`src/rtl/ghht_pkg.sv`:
```
// shared types, widths and register indexes of the group hadamard hard threshold block
`default_nettype none
package ghht_pkg;

	// largest group the block supports
	localparam int GROUP_MAX = 8;
	localparam int NLANE     = 8;
	localparam int LOG2_LANE = 3;
	localparam int LOG2_MAX  = (GROUP_MAX >= 8) ? 3 : (GROUP_MAX >= 4) ? 2 :
	                           (GROUP_MAX >= 2) ? 1 : 0;

	// data widths
	localparam int DATA_W = 24;
	localparam int SUM_W  = 31;
	localparam int MAG_W  = 27;
	localparam int SQ_W   = 2 * MAG_W;
	localparam int THR_W  = 48;
	localparam int LIM_W  = THR_W + LOG2_LANE;
	localparam int LG_W   = 2;
	localparam int CNT_W  = 4;
	localparam int IDX_W  = 1;

	// register indexes
	localparam logic [IDX_W-1:0] REG_GROUP_LOG2 = 1'b0;
	localparam logic [IDX_W-1:0] REG_THRESHOLD  = 1'b1;

	localparam logic signed [DATA_W-1:0] DATA_MAX = {1'b0, {(DATA_W-1){1'b1}}};
	localparam logic signed [DATA_W-1:0] DATA_MIN = {1'b1, {(DATA_W-1){1'b0}}};

	typedef logic signed [DATA_W-1:0] data_t;
	typedef logic signed [SUM_W-1:0]  sum_t;
	typedef sum_t                     sum_arr_t [NLANE];
	typedef logic [LIM_W-1:0]         limit_t;

	// control that travels with a word down the pipeline
	typedef struct packed {
		logic            vld;
		logic            dc;
		logic [LG_W-1:0] lg;
	} ctl_t;

endpackage
`default_nettype wire

```
`src/rtl/ghht_fwht.sv`:
```
// unnormalized walsh-hadamard butterfly network over the active group length
`default_nettype none
module ghht_fwht (
	input  ghht_pkg::sum_arr_t        din,
	input  logic [ghht_pkg::LG_W-1:0] lg,
	output ghht_pkg::sum_arr_t        dout
);

	// one butterfly rank per doubling of the span, ranks beyond the group are bypassed
	always_comb begin
		ghht_pkg::sum_arr_t v;
		ghht_pkg::sum_t     a;
		ghht_pkg::sum_t     b;
		v = din;
		a = '0;
		b = '0;
		for (int s = 0; s < ghht_pkg::LOG2_LANE; s++) begin
			if (s < int'(lg)) begin
				for (int j = 0; j < ghht_pkg::NLANE; j++) begin
					if ((j & (1 << s)) == 0) begin
						a = v[j];
						b = v[j + (1 << s)];
						v[j] = a + b;
						v[j + (1 << s)] = a - b;
					end
				end
			end
		end
		dout = v;
	end

endmodule
`default_nettype wire

```
`config.mk`:
```
export PLATFORM = sky130hd
export DESIGN_NAME = ghht_fwht
export DESIGN_NICKNAME = d
export VERILOG_FILES = /design/src/rtl/ghht_pkg.sv /design/src/rtl/ghht_fwht.sv
export SDC_FILE = /design/constraint.sdc
export NUM_CORES = 2
export LEC_CHECK = 0
export BUFFER_PORTS_ARGS = -buffer_cell sky130_fd_sc_hd__buf_2
export CORE_ASPECT_RATIO = 0.75
export CORE_UTILIZATION = 55
export DETAILED_ROUTE_END_ITERATION = 7
export PLACE_DENSITY = 0.82
export SETUP_SLACK_MARGIN = 0.4
export SLEW_MARGIN = 25
export SYNTH_ARGS = -nofsm -noshare
export SYNTH_HDL_FRONTEND = slang
export SYNTH_SLANG_ARGS = --single-unit
export TNS_END_PERCENT = 50
```
`constraint.sdc`:
```
create_clock -name vclk -period 7.75
set_input_delay 0.775 -clock vclk [all_inputs]
set_output_delay 0.775 -clock vclk [all_outputs]
set_load 0.1 [all_outputs]
```
==> impl_metrics.json, run 1 <==
{
  "placed_cells": 10100,
  "io_pins": 498,
  "error_line": "[ERROR GRT-0116] Global routing finished with congestion. Check the congestion regions in the DRC Viewer.",
  "dp_hpwl_mm": 222,
  "outcome": "did not finish",
  "placement.setup.worst_slack_ns": -1.95,
  "synth.yosys.warnings": 0,
  "gr-total-overflow": 4817,
  "grt_max_degree": 144,
  "gp_congestion": 1.17,
  "synth_sequential_area_ratio_pct": 0,
  "syn_area_um2": 43100,
  "synth_cells": 6779,
  "grt_pass1_vias": 95700,
  "row_count": 88,
  "outcome.stop_stage": "5_1_grt",
  "synth_nets": 7773,
  "die-width_um": 325,
  "global_route_wire_length_before_repair_mm": 637,
  "all_layer_gr_usage_pct": 103,
  "initial_utilization_pct": 55.8,
  "buffer_ports.inserted": 498,
  "floorplan.die.height_um": 245,
  "synth_cell_types": 105,
  "postSynthAreaPerCell_um2": 6.36
}
[per-layer routing]
layer | track usage, % | overflow
met5 | 93.5 | 63
met4 | 111 | 1120
met3 | 95.2 | 332
met2 | 117 | 2883
met1 | 95.4 | 419
[per-stage QoR]
step / setup TNS [ns] / hold WS (ns) / instance area, um^2
after detailed placement: -137.81 / 2.20 / 67300
after CTS: -63.25 / 2.20 / 71600
after floorplan: -16.53 / 1.89 / 45200
after global placement: -59.48 / 2.17 / 67300
[kinds of logic after synthesis]
family / count (synthesis) / synth area share, %
XOR/XNOR: 624 / 12.8
adder cells (fa/ha/maj): 744 / 22.0
AO/OA/AOI/OAI: 2256 / 32.1
buffers and inverters: 1062 / 9.31
AND/OR/NAND/NOR: 1971 / 20.8
multiplexers: 122 / 3.01
[synthesized netlist by cell type, drive strengths merged (15+ instances only)]
cell type | instances | area [um^2]
a21oi | 822 | 4120
nor3 | 141 | 716
a211oi | 58 | 440
nor2b | 79 | 494
or2 | 30 | 188
and2 | 28 | 175
nand2 | 519 | 1950
o211ai | 46 | 345
clkbuf | 307 | 1150
buf | 51 | 221
a21boi | 20 | 150
o21bai | 158 | 1190
and3 | 36 | 225
o31ai | 63 | 478
o21a | 73 | 548
xnor2 | 506 | 4440
inv | 698 | 2620
mux2i | 69 | 691
xor2 | 116 | 1030
a21o | 150 | 1130
a2111oi | 15 | 138
nor4 | 41 | 263
or3 | 71 | 444
nand2b | 104 | 651
o22ai | 19 | 119
o21ba | 15 | 150
a221oi | 20 | 181
fa | 24 | 480
or4 | 15 | 116
nand3 | 75 | 375
a31oi | 58 | 369
mux2 | 52 | 586
o21ai | 557 | 2790
nor3b | 15 | 113
nor2 | 769 | 2890
nand4 | 19 | 119
ha | 720 | 9010
a211o | 17 | 149
[timing repair]
action | CTS
hold endpoints to repair | 0
setup endpoints to repair | 167
buffers inserted | 174
hold buffers | 0
gates resized for setup | 667
cloned | 0
pin swaps | 288
==> run 2: changes to the inputs <==
CORE_ASPECT_RATIO = default   (was 0.75)
CORE_UTILIZATION = 40   (was 55)
PLACE_DENSITY = default   (was 0.82)
PLACE_DENSITY_LB_ADDON = 0.15   (was default)
SETUP_SLACK_MARGIN = default   (was 0.4)
clock period = 10.1 ns   (was 7.75 ns; I/O delays follow)
==> impl_metrics.json, run 2 <==
{
  "synth_most_common_cell": "sky130_fd_sc_hd__a21oi_1",
  "finalNonFillerCells": 9036,
  "totalWireLength_mm": 202,
  "crit_path_max_incr_delay_ns": 0.59,
  "placed_cells": 9019,
  "syn_area_um2": 43100,
  "design_power_total_w": 0.0212,
  "route.antenna.remaining_nets": 0,
  "fillCellCount": 11200,
  "drt_first_pass_iters": 6,
  "dp_hpwl_mm": 175,
  "hp-class": "input pin to output pin",
  "gp_congestion": 1.02,
  "ys_top_cells_by_count": "sky130_fd_sc_hd__a21oi_1, sky130_fd_sc_hd__nor2_1, sky130_fd_sc_hd__ha_1",
  "multi_input_area_um2": 39900,
  "endpoint_kind": "output pin",
  "postSynthAreaPerCell_um2": 6.36,
  "wire_per_inst_um": 22.4,
  "design.final.nets": 8620,
  "grt_pass1_vias": 48100,
  "fp.dieArea_um2": 109000,
  "critical_path_class": "input pin to output pin",
  "die-width_um": 330,
  "max_slew_margin_pct": 16.5,
  "vdd_ir_drop_max_uv": 420,
  "initial_utilization_pct": 40.3,
  "number_of_vias_after_detailed_routing": 52200,
  "synth_nets": 7773,
  "hold_ws_ns": 2.68,
  "gr-total-overflow": 0,
  "timing.critical_path.slowest_stage_cell": "sky130_fd_sc_hd__o21ai_0",
  "mostFrequentLayoutCells": "sky130_fd_sc_hd__a21oi_1, sky130_fd_sc_hd__nor2_1, sky130_fd_sc_hd__ha_1",
  "area.sequential_um2": 0,
  "min_path_cells": 4,
  "outcome": "finished clean",
  "final-hold-violation-count": 0,
  "synth_cells": 6779,
  "avgViaCountPerCell": 5.77,
  "layout-drive-gt1-share_pct": 19.5,
  "global_route_wire_length_before_repair_mm": 292,
  "clkbuf_count": 0,
  "fp.coreArea_um2": 107000,
  "power_density_over_the_cells_nw_per_um2": 389,
  "drv.max_cap_violation_count": 0,
  "worstPathMaxFanout": 9,
  "share_of_the_synthesized_area_in_the_top_cell_type_pct": 20.9,
  "report.final.slew_viol_count": 0,
  "finalCriticalPeriod_ns": 9.90,
  "synth_sequential_area_ratio_pct": 0,
  "antenna_found_initial": 32,
  "grt_setup_unrepaired": "yes",
  "floorplan.die.height_um": 330,
  "all_layer_gr_usage_pct": 35.2,
  "crit_path_start_kind": "input pin",
  "endpoint_arrival_time_on_the_critical_path_ns": 8.89,
  "cts_hold_repair.buffers": 0,
  "utilization_pct": 50.8,
  "power_leakage_nw": 26.5,
  "area.growth.synth_to_final_pct": 26.1,
  "buffer_ports.inserted": 498,
  "mostFrequentLayoutCell": "sky130_fd_sc_hd__a21oi_1",
  "max_slew.worst_pin.slew_ns": 1.24,
  "grt_max_degree": 84,
  "synth_cell_types": 105,
  "critical_path_required_ns": 9.09,
  "worst_path_most_repeated_cell": "sky130_fd_sc_hd__nand2_1",
  "max_freq_mhz": 101,
  "row_count": 120,
  "yosys-top-cells-area": "sky130_fd_sc_hd__ha_1, sky130_fd_sc_hd__xnor2_1, sky130_fd_sc_hd__a21oi_1",
  "yosysTopAreaCell": "sky130_fd_sc_hd__ha_1",
  "layout_worst_path_cycle_share_pct": 98.0,
  "detail_route.iter0.violations": 4745,
  "layout.sequential_cells": 0,
  "synth.yosys.warnings": 0,
  "io_pins": 498,
  "drt_drc_violations_left": 0,
  "finalSetupViolCount": 0
}
==> run 2: final timing paths <==
check,from,end,slack [ns]
max,din[124],dout[61],0.20
min,din[216],dout[216],2.68
==> run 2: stage by stage <==
stage	setup TNS, ns	instance area (um^2)	setup WS, ns
after floorplan	-0.988	43200	-0.278
after detailed placement	-2.84	53600	-0.399
after CTS	0	53600	0.0175
final	0	54400	0.199
after global routing	-1.08	54400	-0.229
after global placement	-1.76	53600	-0.412
==> run 2: kinds of logic after synthesis <==
family,share of synthesized area (%)
xor+xnor,12.8
simple gates,20.8
buf+inv,9.31
compound gates,32.1
mux,3.01
fa+ha+maj,22.0
==> run 2: cell type report <==
class | count | share of cell area (%)
inverter | 704 | 4.86
timing repair buffer | 1203 | 18.5
multi-input combinational | 5717 | 73.4
antenna | 9 | 0.0414
tap | 1403 | 3.23
==> run 2: what timing repair did <==
action | CTS | global route
resized for setup | 16 | 180
pin swaps | 0 | 22
setup endpoints to repair | 20 | 50
setup buffers | 0 | 8
==> run 2: critical path, delay by kind of cell <==
kind / cells / cell delay [ns]
xor+xnor: 3 / 0.49
fa+ha+maj: 4 / 1.42
simple gates: 8 / 1.20
compound gates: 14 / 3.93
buf+inv: 5 / 0.80
==> run 2: routing by layer <==
metal | track usage, % | routed length [um] | vias up
li1 | - | - | 25100
met1 | 51.2 | 93200 | 24700
met2 | 54.5 | 85400 | 2091
met3 | 4.85 | 17900 | 242
met4 | 7.51 | 5250 | 40
met5 | 0 | 252 | -
==> run 2: power by group <==
group            internal [W]       total (W)  leakage [nW]  switching [W]
clock network  0.000000000120  0.000000000120     0.0000570              0
registers                   0               0             0              0
logic                 0.00795          0.0212          26.5         0.0132
total                 0.00795          0.0212          26.5         0.0132
(Power assumes the default switching activity.)
