[src/rtl/ghht_pkg.sv]
// shared types, widths and register indexes of the group hadamard hard threshold block
`default_nettype none
package ghht_pkg;

	// largest group the block supports
	localparam int GROUP_MAX = 8;
	localparam int NLANE     = 8;
	localparam int LOG2_LANE = 3;
	localparam int LOG2_MAX  = (GROUP_MAX >= 8) ? 3 : (GROUP_MAX >= 4) ? 2 :
	                           (GROUP_MAX >= 2) ? 1 : 0;

	// data widths
	localparam int DATA_W = 24;
	localparam int SUM_W  = 31;
	localparam int MAG_W  = 27;
	localparam int SQ_W   = 2 * MAG_W;
	localparam int THR_W  = 48;
	localparam int LIM_W  = THR_W + LOG2_LANE;
	localparam int LG_W   = 2;
	localparam int CNT_W  = 4;
	localparam int IDX_W  = 1;

	// register indexes
	localparam logic [IDX_W-1:0] REG_GROUP_LOG2 = 1'b0;
	localparam logic [IDX_W-1:0] REG_THRESHOLD  = 1'b1;

	localparam logic signed [DATA_W-1:0] DATA_MAX = {1'b0, {(DATA_W-1){1'b1}}};
	localparam logic signed [DATA_W-1:0] DATA_MIN = {1'b1, {(DATA_W-1){1'b0}}};

	typedef logic signed [DATA_W-1:0] data_t;
	typedef logic signed [SUM_W-1:0]  sum_t;
	typedef sum_t                     sum_arr_t [NLANE];
	typedef logic [LIM_W-1:0]         limit_t;

	// control that travels with a word down the pipeline
	typedef struct packed {
		logic            vld;
		logic            dc;
		logic [LG_W-1:0] lg;
	} ctl_t;

endpackage
`default_nettype wire

[src/rtl/ghht_lane.sv]
// one lane: squares a transformed value and zeroes it when below the limit, unless it is exempt
`default_nettype none
module ghht_lane (
	input  logic                  clk,
	input  logic                  arst_n,
	input  ghht_pkg::sum_t        val,
	input  ghht_pkg::limit_t      limit,
	input  logic                  exempt,
	input  logic                  active,
	output ghht_pkg::sum_t        y,
	output logic                  keep
);

	logic [ghht_pkg::SUM_W-1:0] mag_full;
	logic [ghht_pkg::MAG_W-1:0] mag;
	logic [ghht_pkg::SQ_W-1:0]  sq_s3;
	ghht_pkg::sum_t             val_s3;
	ghht_pkg::limit_t           limit_s3;
	logic                       exempt_s3;
	logic                       active_s3;
	logic                       keep_c;

	// magnitude of the transformed value
	assign mag_full = val[ghht_pkg::SUM_W-1] ? ghht_pkg::SUM_W'(-val) : ghht_pkg::SUM_W'(val);
	assign mag      = mag_full[ghht_pkg::MAG_W-1:0];

	// square stage
	always_ff @(posedge clk) begin
		sq_s3     <= mag * mag;
		val_s3    <= val;
		limit_s3  <= limit;
		exempt_s3 <= exempt;
		active_s3 <= active;
	end

	// hard threshold decision
	assign keep_c = exempt_s3 ||
	                (sq_s3 >= {{(ghht_pkg::SQ_W - ghht_pkg::LIM_W){1'b0}}, limit_s3});

	always_ff @(posedge clk or negedge arst_n) begin
		if (!arst_n) begin
			keep <= 1'b0;
		end else begin
			keep <= keep_c && active_s3;
		end
	end

	always_ff @(posedge clk) begin
		y <= keep_c ? val_s3 : '0;
	end

endmodule
`default_nettype wire

[config.mk]
export PLATFORM = sky130hd
export DESIGN_NAME = ghht_lane
export DESIGN_NICKNAME = d
export VERILOG_FILES = /design/src/rtl/ghht_pkg.sv /design/src/rtl/ghht_lane.sv
export SDC_FILE = /design/constraint.sdc
export NUM_CORES = 2
export LEC_CHECK = 0
export ABC_AREA = 1
export CORE_UTILIZATION = 45
export DETAILED_ROUTE_END_ITERATION = 8
export DONT_BUFFER_PORTS = 1
export PLACE_DENSITY = 0.67
export SYNTH_ARGS = -nofsm -noshare
export SYNTH_HDL_FRONTEND = slang
export SYNTH_SLANG_ARGS = --single-unit
[constraint.sdc]
create_clock -name clk -period 1.82 [get_ports clk]
set_clock_uncertainty 0.2 [all_clocks]
set_input_delay 0.273 -clock clk [delete_from_list [all_inputs] [get_ports clk]]
set_output_delay 0.273 -clock clk [all_outputs]
set_load 0.03 [all_outputs]
# == Word-level counts from Yosys, hierarchy flattened ==
# Index checks and enable logic that the tools add are counted.
# word_totals
in_bits,86
mem_count,0
ramBits,0
latchBits,0
output_inout_bits,32
regBits,170
rom_bits,0
# classes
reduce_logical,2
muxes,1
add_sub_neg,1
eq_ne,0
mul,1
n_bitwise,0
n_shift,0
n_div,0
order_cmp,1
# ops
op,count
>= comparator 54 x 51 -> 1 bit,1
multiplier 27 x 27 -> 54 bit,1
two-way mux 27 bit,1
negation 27 bit,1
logical AND 1 bit,1
logical OR 1 bit,1

# == Depth between registers and ports, before layout ==
# depth
depth_word,3
mapped_depth,41
ltp_nobuf,39

# == Least setup slack after synthesis ==
# No wires, ideal clock.
# synth_path
path_type,input to register
start,in val[0]
end,reg sq_s3[33] (netlist name)
setup_slack_ns,-5.352
arrival_time_ns,6.859
required_time_ns,1.508
path_stages,36
n_path_buf,1
cell_sequence,inv_2 clkbuf_1 ha_1 nand2_1 nor2_1 nand3_1 o21ai_1 xor2_1 inv_2 nand2_1 inv_1 fa_1 fa_1 inv_1 fa_1 inv_1 fa_1 inv_1 fa_1 inv_1 fa_1 inv_1 fa_1 inv_1 ha_1 nand2_1 nor2_1 inv_1 nor2_1 inv_1 nor2_1 nand2_1 nand3_1 nand2_1 nand3_1 nand2_1
# synth_via
elab_chain_cells,3
# synth_rtl
element,line_no,source
from (decl),ghht_lane.sv:6,"input ghht_pkg::sum_t val,"
negation 27 bit,ghht_lane.sv:24,assign mag_full = val[ghht_pkg::SUM_W-1] ? ghht_pkg::SUM_W'(-val) : ghht_pkg::SUM_W'(val);
two-way mux 27 bit *,ghht_lane.sv:24,
multiplier 27 x 27 -> 54 bit *,ghht_lane.sv:29,sq_s3 <= mag * mag;
to (signal assigned),ghht_lane.sv:29,
to (decl),ghht_lane.sv:16,logic [ghht_pkg::SQ_W-1:0] sq_s3;
# Every way passes the cells marked *; elsewhere a longest branch is shown, timed or not.
# A chain may end at the register's enable or synchronous reset.

# == Worst setup path in the final report ==
# layout_path
start,in val[1]
end,reg sq_s3[29] (netlist name)
# Same word-level chain as after synthesis.

==> summary.txt <==
Run status
  • Status: finished with violations
  • Failing checks: negative setup slack

STA
  • RSZ-0062 raised after global routing: yes
  • Final cycle utilization of the critical path: 3.71
  • Setup-failing EPs final: slightly above 80
  • Final hold viol count: 0
  • FMAX: around 0.15 GHz
  • Max-slew headroom: 0.687
  • Worst-margin pin slew: between 0.4 and 0.5 ns
  • Slew Limit Fails: 0
  • Final worst slack: -4.93 ns
  • Post-route minimum period: 6.75 ns

Worst setup path
  • CP Max Fanout: 7
  • Most Frequent Cell on Critical Path: fa_1
  • CP arrival: approximately 6.9 ns
  • Slowest stage cell, crit path: fa_1
  • Setup Crit Path Kind: in -> reg
  • CP Capture Type: register
  • Max incr delay on CP: 0.58 ns
  • Critical path required time: a little under 2 ns
  • CP Launch Type: input port

Finish
  • Fin util: 0.613
  • # diodes: 0
  • Syn-to-layout area delta: 34.6%
  • Nets: between 4k and 5k
  • Ratio of cells with drive above 1 in the final layout: 0.295

Yosys
  • Post-synthesis register bit count: approximately 170
  • Post-synth ARST share: 0.00595
  • Register area share after synthesis: 0.123
  • Yosys warnings: 0
  • Synth Net Count: 4,220
  • Synth Area per Inst: around 8.2 sq um
  • Synthesized area: 27,500 sq um
  • Number of library cell types mapped by synthesis: 42
  • Top FF cell, synth: dfxtp_1
  • Mapped Cells: roughly 3.3k
  • EDFF count, synth: 0

CTS
  • Clock sinks: 168
  • H-tree depth: 4
  • Clk root buf: clkbuf_16
  • CTS Buf Count: 17
  • CTS tree: done
  • Reg clk slew, reported paths: ~0.080 ns
  • CTS Buffer Depth: 2
  • Worst-Skew Late Latency: 0.48 ns

Floorplan
  • Die Y: 249 um
  • Die area: about 62,000 sq um
  • Core area: roughly 60,000 sq um
  • Die width: ~250 um
  • I/O pin cnt: ~120
  • Rows: 90
  • Initial Utilization: 0.455

Route
  • Post-DR wirelength/cell: roughly 18 um
  • Top Layer Used: met4
  • Met1 WL: between 30,000 and 40,000 um
  • DRC: 0
  • DRT Pass-1 Iters: 8
  • WL met3: 5100 um
  • Via-to-Cell Ratio: around 4.9
  • Drt total wl: a little over 80,000 um
  • Drt initial violations: about 1.6k
  • ANT nets after route: 0
  • Met2 routed WL: between 40,000 and 50,000 um
  • Via count: roughly 23k

GRT
  • First-pass GRT wire length: 129,000 um
  • Initial antenna violation count: 0
  • Vias in the first global route: ~25k
  • Total GRT Usage: 0.269
  • Largest net degree at the start of global routing: 32
  • Grt ovf: 0

Placed design
  • Detailed Place HPWL: roughly 66,000 um
  • Input/output buffers: 0
  • Routability Congestion: about 0.98

Job
  • Max cap viols: 0

Min path
  • Min-Delay Path Class: in -> reg
-- worst max-delay path: cells and delay by family --
kind | cells | cell delay, ns
XOR/XNOR | 2 | 0.33
AO/OA/AOI/OAI | 1 | 0.23
buffers and inverters | 11 | 0.88
adder cells (fa/ha/maj) | 9 | 4.05
AND/OR/NAND/NOR | 9 | 1.11
-- worst paths after layout --
path	depth (start not counted)	startpoint	endpoint	slack (ns)
max in group asynchronous	2	arst_n	keep	0.93
worst min-delay path	1	limit[32]	limit_s3[32]	0.15
min in group asynchronous	2	arst_n	keep	0.39
worst max register to register	12	sq_s3[45]	y[29]	-0.50
worst min register to register	2	val_s3[22]	y[22]	0.20
worst max-delay path	32	val[1]	sq_s3[29]	-4.93
-- registers in the layout (all words and copies together), names as in the netlist --
register	cells
active_s3	1
exempt_s3	1
keep	1
limit_s3	51
sq_s3	52
val_s3	31
y	31
-- kinds of logic after synthesis --
group                      count (synthesis)  synth area share
adders and majority gates                800             0.516
and+or+nand+nor                         1031             0.154
AOI/OAI and AO/OA                        174            0.0356
xor gates and xnor gates                  48            0.0158
buffers and inverters                   1113             0.156
DFF                                      168             0.123
-- cells in the final DEF, fill, tap and decap left out, types with 9 or more instances in the layout --
cell	n
buf_6	36
inv_4	11
nand2_1	420
buf_12	27
nand3_1	43
nand3_2	22
nor2_4	80
xnor2_1	9
inv_2	64
o21ai_1	11
a21oi_4	14
dlygate4sd3_1	86
nor2_2	67
dfxtp_1	163
xor2_1	28
ha_4	48
o21a_1	10
ha_1	193
a21oi_2	32
nand2_2	108
o21ai_2	13
clkbuf_16	19
nand4_1	26
inv_1	969
nor2_1	186
fa_1	522
a21oi_1	43
fa_2	33
buf_4	438
a21o_1	9
nand2_4	48
buf_8	11
o21ai_0	19
-- cell usage after synthesis (all sizes together) (2+ instances only) --
cell type  instances  share of area
xor2              38          0.012
xnor2             10         0.0035
a21boi             3        0.00082
nand2            582          0.081
nor4               2        0.00046
buf               48          0.010
nand4             26         0.0059
dfxtp            167           0.12
o21ai             49         0.0095
or2                6         0.0015
clkinv             3        0.00041
nor2             333          0.050
inv             1052           0.14
nor3               6         0.0011
clkbuf            10         0.0014
ha               245           0.11
a21oi             89          0.016
a21o               9         0.0025
o21a              10         0.0027
o21bai            12         0.0033
fa               555           0.40
nand3             73          0.014
-- through the flow --
stage / hold WS, ns / setup TNS [ns] / area (sq um) / std cells / setup slack [ns]
after global routing: 0.146 / -252.05 / 37000 / 4691 / -5.18
final: 0.153 / -236.01 / 37000 / 4691 / -4.93
after CTS: 0.142 / -228.37 / 35500 / 4655 / -4.74
after detailed placement: -0.222 / -275.04 / 32800 / 4515 / -5.81
after floorplan: -0.223 / -216.94 / 28600 / 3334 / -4.77
after global placement: -0.223 / -271.45 / 32800 / 4515 / -5.75
-- area by class of cell --
class / instances / area (sq um)
tap: 782 / 978
clock buffer: 18 / 439
clock inverter: 14 / 180
timing repair buffer: 601 / 5340
fill: 4864 / 23400
sequential: 168 / 3370
multi-input combinational: 2053 / 22600
inverter: 1055 / 4050
-- routing by layer --
metal | up-vias | GRT usage
met2 | 730 | 0.476
li1 | 10655 | -
met3 | 186 | 0.0359
met1 | 11489 | 0.334
met5 | - | 0
met4 | 0 | 0.0981
-- timing repair --
item                                    CTS  global route
pin swaps                               107           172
cloned                                    1             3
hold endpoints to repair                 86             0
setup buffers                            23            35
hold buffers                             86             0
resized for setup                       254           308
endpoints found under the setup margin   83            83
Power is left out: the tool's default activity adds up to more than one toggle a clock period on the data nets, which glitch-free logic cannot reach.
